===== src/rtl/aegis_pkg.sv =====
// Package for the AEGIS-style AEAD core: command codes, constants, AES round function.
// Used by the controller, the datapath and the top level.
package aegis_pkg;

  localparam logic [2:0] CMD_INIT    = 3'd0;
  localparam logic [2:0] CMD_AD      = 3'd1;
  localparam logic [2:0] CMD_ENC     = 3'd2;
  localparam logic [2:0] CMD_DEC     = 3'd3;
  localparam logic [2:0] CMD_TAG     = 3'd4;
  localparam logic [2:0] CMD_VERIFY  = 3'd5;

  localparam logic [1:0] REG_KEY_LO   = 2'd0;
  localparam logic [1:0] REG_KEY_HI   = 2'd1;
  localparam logic [1:0] REG_NONCE_LO = 2'd2;
  localparam logic [1:0] REG_NONCE_HI = 2'd3;

  localparam int unsigned INIT_ROUNDS  = 10;
  localparam int unsigned FINAL_ROUNDS = 7;

  // Constant words, byte 0 in the least significant bits.
  localparam logic [127:0] KONST0 = 128'h6262e990593322150d08050302010100;
  localparam logic [127:0] KONST1 = 128'hdd28b57342311120f12fc26d55183ddb;

  // Datapath opcodes issued by the controller.
  localparam logic [2:0] OP_NONE  = 3'd0;
  localparam logic [2:0] OP_LOAD  = 3'd1; // load init state
  localparam logic [2:0] OP_INITU = 3'd2; // init update
  localparam logic [2:0] OP_DATA  = 3'd3; // ad/enc/dec update and result
  localparam logic [2:0] OP_FINU  = 3'd4; // finalize update
  localparam logic [2:0] OP_TAG   = 3'd5; // form the tag result
  localparam logic [2:0] OP_ZERO  = 3'd6; // all-zero result

  typedef struct packed {
    logic [2:0] op;
    logic       odd;      // init update fed with key instead of key^nonce
    logic [2:0] cmd;
  } dp_cmd_t;

  typedef struct packed {
    logic [127:0] block;
    logic [4:0]   nbytes;
    logic [127:0] exp_tag;
    logic [2:0]   cmd;
  } item_t;

  function automatic logic [7:0] xtime(input logic [7:0] a);
    xtime = {a[6:0], 1'b0} ^ (a[7] ? 8'h1b : 8'h00);
  endfunction

  localparam logic [7:0] SBOX [256] = '{
    8'h63,8'h7c,8'h77,8'h7b,8'hf2,8'h6b,8'h6f,8'hc5,8'h30,8'h01,8'h67,8'h2b,8'hfe,8'hd7,8'hab,8'h76,
    8'hca,8'h82,8'hc9,8'h7d,8'hfa,8'h59,8'h47,8'hf0,8'had,8'hd4,8'ha2,8'haf,8'h9c,8'ha4,8'h72,8'hc0,
    8'hb7,8'hfd,8'h93,8'h26,8'h36,8'h3f,8'hf7,8'hcc,8'h34,8'ha5,8'he5,8'hf1,8'h71,8'hd8,8'h31,8'h15,
    8'h04,8'hc7,8'h23,8'hc3,8'h18,8'h96,8'h05,8'h9a,8'h07,8'h12,8'h80,8'he2,8'heb,8'h27,8'hb2,8'h75,
    8'h09,8'h83,8'h2c,8'h1a,8'h1b,8'h6e,8'h5a,8'ha0,8'h52,8'h3b,8'hd6,8'hb3,8'h29,8'he3,8'h2f,8'h84,
    8'h53,8'hd1,8'h00,8'hed,8'h20,8'hfc,8'hb1,8'h5b,8'h6a,8'hcb,8'hbe,8'h39,8'h4a,8'h4c,8'h58,8'hcf,
    8'hd0,8'hef,8'haa,8'hfb,8'h43,8'h4d,8'h33,8'h85,8'h45,8'hf9,8'h02,8'h7f,8'h50,8'h3c,8'h9f,8'ha8,
    8'h51,8'ha3,8'h40,8'h8f,8'h92,8'h9d,8'h38,8'hf5,8'hbc,8'hb6,8'hda,8'h21,8'h10,8'hff,8'hf3,8'hd2,
    8'hcd,8'h0c,8'h13,8'hec,8'h5f,8'h97,8'h44,8'h17,8'hc4,8'ha7,8'h7e,8'h3d,8'h64,8'h5d,8'h19,8'h73,
    8'h60,8'h81,8'h4f,8'hdc,8'h22,8'h2a,8'h90,8'h88,8'h46,8'hee,8'hb8,8'h14,8'hde,8'h5e,8'h0b,8'hdb,
    8'he0,8'h32,8'h3a,8'h0a,8'h49,8'h06,8'h24,8'h5c,8'hc2,8'hd3,8'hac,8'h62,8'h91,8'h95,8'he4,8'h79,
    8'he7,8'hc8,8'h37,8'h6d,8'h8d,8'hd5,8'h4e,8'ha9,8'h6c,8'h56,8'hf4,8'hea,8'h65,8'h7a,8'hae,8'h08,
    8'hba,8'h78,8'h25,8'h2e,8'h1c,8'ha6,8'hb4,8'hc6,8'he8,8'hdd,8'h74,8'h1f,8'h4b,8'hbd,8'h8b,8'h8a,
    8'h70,8'h3e,8'hb5,8'h66,8'h48,8'h03,8'hf6,8'h0e,8'h61,8'h35,8'h57,8'hb9,8'h86,8'hc1,8'h1d,8'h9e,
    8'he1,8'hf8,8'h98,8'h11,8'h69,8'hd9,8'h8e,8'h94,8'h9b,8'h1e,8'h87,8'he9,8'hce,8'h55,8'h28,8'hdf,
    8'h8c,8'ha1,8'h89,8'h0d,8'hbf,8'he6,8'h42,8'h68,8'h41,8'h99,8'h2d,8'h0f,8'hb0,8'h54,8'hbb,8'h16
  };

  // One AES round with a zero round key; byte i is row i%4, column i/4.
  function automatic logic [127:0] zero_key_round(input logic [127:0] din);
    logic [7:0] t [16];
    logic [7:0] a0, a1, a2, a3;
    logic [127:0] res;
    res = '0;
    for (int c = 0; c < 4; c++) begin
      for (int r = 0; r < 4; r++) begin
        t[r + 4*c] = SBOX[din[8*(r + 4*((c + r) % 4)) +: 8]];
      end
    end
    for (int c = 0; c < 4; c++) begin
      a0 = t[4*c]; a1 = t[4*c+1]; a2 = t[4*c+2]; a3 = t[4*c+3];
      res[8*(4*c)   +: 8] = xtime(a0) ^ xtime(a1) ^ a1 ^ a2 ^ a3;
      res[8*(4*c+1) +: 8] = a0 ^ xtime(a1) ^ xtime(a2) ^ a2 ^ a3;
      res[8*(4*c+2) +: 8] = a0 ^ a1 ^ xtime(a2) ^ xtime(a3) ^ a3;
      res[8*(4*c+3) +: 8] = xtime(a0) ^ a0 ^ a1 ^ a2 ^ xtime(a3);
    end
    zero_key_round = res;
  endfunction

endpackage


===== src/rtl/aegis_ctrl.sv =====
// Controller for the AEAD core: sequences init, data and finalize commands.
// Depends on aegis_pkg; drives the datapath by dp_cmd_t.
module aegis_ctrl import aegis_pkg::*; (
  input  logic       clk,
  input  logic       rst_n,
  input  logic       start,     // item accepted this edge
  input  logic [2:0] item_cmd,
  input  logic [4:0] item_bytes,
  input  logic       out_free,  // result register empty or being taken
  output logic       busy,
  output dp_cmd_t    dp_cmd
);

  localparam logic [2:0] ST_IDLE = 3'd0;
  localparam logic [2:0] ST_LOAD = 3'd1;
  localparam logic [2:0] ST_INIT = 3'd2;
  localparam logic [2:0] ST_FIN  = 3'd3;
  localparam logic [2:0] ST_DONE = 3'd4;

  logic [2:0] state_r, state_nxt;
  logic [3:0] cnt_r, cnt_nxt;
  logic [2:0] cmd_r, cmd_nxt;
  logic [4:0] nb_r, nb_nxt;

  assign busy = (state_r != ST_IDLE);

  // Step through the rounds of one command; one state update per cycle.
  always_comb begin
    state_nxt = state_r;
    cnt_nxt   = cnt_r;
    cmd_nxt   = cmd_r;
    nb_nxt    = nb_r;
    dp_cmd    = '{op: OP_NONE, odd: cnt_r[0], cmd: cmd_r};
    unique case (state_r)
      ST_IDLE: begin
        if (start) begin
          cmd_nxt   = item_cmd;
          nb_nxt    = item_bytes;
          cnt_nxt   = '0;
          state_nxt = (item_cmd == CMD_INIT) ? ST_LOAD :
                      (item_cmd == CMD_TAG || item_cmd == CMD_VERIFY) ? ST_FIN : ST_DONE;
        end
      end
      ST_LOAD: begin
        dp_cmd.op = OP_LOAD;
        state_nxt = ST_INIT;
      end
      ST_INIT: begin
        dp_cmd.op = OP_INITU;
        cnt_nxt   = cnt_r + 4'd1;
        if (cnt_r == 4'(INIT_ROUNDS - 1)) state_nxt = ST_DONE;
      end
      ST_FIN: begin
        dp_cmd.op = OP_FINU;
        cnt_nxt   = cnt_r + 4'd1;
        if (cnt_r == 4'(FINAL_ROUNDS - 1)) state_nxt = ST_DONE;
      end
      ST_DONE: begin
        if (out_free) begin
          state_nxt = ST_IDLE;
          if (cmd_r == CMD_TAG || cmd_r == CMD_VERIFY) dp_cmd.op = OP_TAG;
          else if ((cmd_r == CMD_AD || cmd_r == CMD_ENC || cmd_r == CMD_DEC) && nb_r != 5'd0)
            dp_cmd.op = OP_DATA;
          else dp_cmd.op = OP_ZERO;
        end
      end
      default: state_nxt = ST_IDLE;
    endcase
  end

  always_ff @(posedge clk) begin
    if (!rst_n) begin
      state_r <= ST_IDLE;
      cnt_r   <= '0;
      cmd_r   <= '0;
      nb_r    <= '0;
    end else begin
      state_r <= state_nxt;
      cnt_r   <= cnt_nxt;
      cmd_r   <= cmd_nxt;
      nb_r    <= nb_nxt;
    end
  end

endmodule


===== config.mk =====
export PLATFORM = sky130hd
export DESIGN_NAME = aegis_ctrl
export DESIGN_NICKNAME = d
export VERILOG_FILES = /design/src/rtl/aegis_pkg.sv /design/src/rtl/aegis_ctrl.sv
export SDC_FILE = /design/constraint.sdc
export NUM_CORES = 1
export LEC_CHECK = 0
export BUFFER_PORTS_ARGS = -buffer_cell sky130_fd_sc_hd__buf_4
export CORE_ASPECT_RATIO = 0.9
export CORE_MARGIN = 5
export CORE_UTILIZATION = 30
export CTS_BUF_LIST = sky130_fd_sc_hd__clkbuf_8
export CTS_CLUSTER_DIAMETER = 200
export DETAILED_ROUTE_END_ITERATION = 8
export PLACE_DENSITY = 0.49
export SYNTH_ARGS = -nofsm -noshare
export SYNTH_HDL_FRONTEND = slang
export SYNTH_SLANG_ARGS = --single-unit
export TNS_END_PERCENT = 50

===== constraint.sdc =====
create_clock -name clk -period 1.3 [get_ports clk]
set_input_delay 0.065 -clock clk [delete_from_list [all_inputs] [get_ports clk]]
set_output_delay 0.065 -clock clk [all_outputs]
set_load 0.01 [all_outputs]

==> reports/metrics.cfg <==
[run_status]
status=finished with violations
violations=setup timing

[synthesis]
synth_top_area_frac=0.3598
synth_flop_cell=dfxtp_1
ys_types=31
syn_inst=101
synth_area_leaders=dfxtp_1 36%, nand2_1 9.9%, a21boi_0 7.2%, ha_1 4.5%, a21oi_1 3.6%
synthesis.area_um2=834.6
async_flop_share=0
ys_warn_count=0
syn_area_per_cell_um2=8.263
ys_seq_elements=15
synth_largest_area_cell=dfxtp_1
yosysSeqAreaShare=0.3598
synth_edf_count=0
syn_nets=116

[grt]
grt.total_usage=0.1168
first_global_vias=717
grt_max_degree=18
grt_pass1_wl_um=3415
antenna_found_initial=0
grt-ovfl-total=0

[setup_path]
cp.required_ns=1.24
rrSetupSlack_ns=0
critPathArrivalTime_ns=1.73
end_kind=output pin
critPathLaunchType=flip-flop
max_stage_delay_ns=0.54
critical_path_class=reg -> out
crit_chain=or4_4, o221ai_4, nand2_1, a32o_2, buf_4
cp_max_fo=2
cp_slowest_cell=or4_4

[detailed_routing]
vias=792
dr.pass1.iters=4
drt_wl_total_um=2075
drc=0
drtIter0Drc=31
ant_nets=0
viasPerCell=4.771
wl_per_cell_um=12.50

[run]
cap_violations=0

[place]
dp_slack_ns=-0.2346
dp.cells=159
port_buffers=19
gp_congestion=0.7442
hpwlAfterDp_um=1523

[clocking]
insertion_delay_ns=0.25
cts_buffers=3
cts_tree=built
cts.sinks=15
clockBufferDepth=2
root_buffer=clkbuf_8
h-tree-depth=1
path_clk_slew_ns=0.07

[floorplanning]
die-height_um=60.04
coreArea_mm2=0.002703
rows=18
initial_core_util=0.3088
die_x_um=65.60
boundaryPins=20
die-area_mm2=0.003938

[sta]
hold_viol=0
hold_ws_ns=0.05386
finalCritPeriodShare=1.380
finalCriticalPeriod_ns=1.793
finalSetupViolCount=2
timing.final.max_slew_violations=0
worstMarginPinSlew_ns=0.3357
rsz0062_at_grt=yes
skew_ns=0.004192
relSlewSlack=0.7753
layout_setup_ws_ns=-0.4934
clock.fmax_mhz=557.6

[power_and_ir_drop]
intPower_w=0.001371
seqPwrFrac=0.310
p_per_area_mw_per_mm2=1684
p_comb_frac=0.507
leakagePower_nw=0.5637
clkPwrFrac=0.183
p_sw_w=0.0007890
p_sw_frac=0.3653
irDropWorstVdd_mv=0.8905

[finish]
layout-drive-gt1-share=0.4853
n_antenna_cell=0
nNetsFinal=152
syn2layout_area_growth_pct=53.67
finalCoreUtilization=0.4745
final_cell_count_no_fill=166

[hold_path]
hold_class=in -> reg

cell usage after synthesis (3+ instances only):
| library cell | instances |
|---|---|
| nor2_1 | 6 |
| nor2b_1 | 4 |
| nand2b_1 | 3 |
| dfxtp_1 | 15 |
| inv_1 | 5 |
| ha_1 | 3 |
| a21oi_1 | 6 |
| nand2_1 | 22 |
| a21boi_0 | 8 |
what timing repair did:
| action | CTS | global route |
|---|---|---|
| setup endpoints to repair | 8 | 16 |
| gates resized for setup | 16 | 22 |
| endpoints found under the hold margin | 0 | 0 |
| setup buffers | 2 | 1 |
| pin swaps | 2 | 9 |
| hold buffers | 0 | 0 |
worst max-delay path, delay by kind of cell (launching register included):
family | cells | cell delay (ns)
AND/OR/NAND/NOR | 2 | 0.61
AO/OA/AOI/OAI | 2 | 0.41
flip-flops | 1 | 0.31
buffers and inverters | 1 | 0.14
power groups by stage:
stage                     Sequential [W]  Clock, W  Combinational [W]
after floorplan                 0.000609         0           0.000591
final                           0.000669  0.000396            0.00109
after CTS                       0.000650  0.000406           0.000973
after detailed placement        0.000644         0           0.000917
after global routing            0.000686  0.000434            0.00120
after global placement          0.000644         0           0.000918
worst paths after layout:
path | from | endpoint | cells after the start
worst max-delay path | nb_r[3] | dp_cmd[4] | 5
worst min-delay path | item_bytes[1] | nb_r[1] | 3
worst max register to register | cnt_r[0] | state_r[0] | 7
worst min register to register | nb_r[4] | nb_r[4] | 2
cell usage in the layout, fill, tap and decap left out, types with 2 or more instances in the layout:
cell type	synthesis	final
nor2b_1	4	3
nor2_1	6	6
clkbuf_8	0	3
buf_6	1	3
nand2_4	0	2
inv_2	0	2
a21boi_1	0	8
o21ai_0	2	2
nand2b_1	3	2
inv_1	5	3
dfxtp_4	0	3
mux2i_1	2	2
and3_1	2	2
dfxtp_1	15	9
dfxtp_2	0	3
a21oi_1	6	5
nand2_2	1	3
buf_4	1	33
or4_4	2	2
nand2_1	22	18
state kept, by name, indices dropped and copies added (netlist names):
register / count
cmd_r: 3
cnt_r: 4
nb_r: 5
state_r: 3
layer usage:
layer,vias to the layer above,part of all wire,GRT usage
li1,415,-,-
met1,355,0.50,0.1633
met2,18,0.42,0.1544
met3,4,0.067,0.05263
met4,0,0.013,0.04438
met5,-,0,0
stage by stage:
step	cell area [µm²]	TNS (ns)	power, W
6_report	1282	-0.9347	0.002160
5_1_grt	1282	-1.491	0.002317
4_1_cts	1221	-0.9941	0.002030
3_5_place_dp	1106	-0.4917	0.001561
3_3_place_gp	1106	-0.4548	0.001562
2_1_floorplan	853.3	-0.08695	0.001201
logic make-up after synthesis:
logic type,synth area share
mux,0.02399
simple gates,0.3088
fa+ha+maj,0.04498
xor+xnor,0.01050
flops,0.3598
buf+inv,0.06147
compound gates,0.1904
cell type report:
type | count | area, µm²
Fill cell | 269 | 1420
Multi-Input combinational cell | 76 | 580.6
Sequential cell | 15 | 315.3
Timing Repair Buffer | 36 | 281.5
Clock buffer | 3 | 41.29
Tap cell | 30 | 37.54
Inverter | 5 | 18.77
Clock inverter | 1 | 7.507
Power figures use the tool's default switching activity.
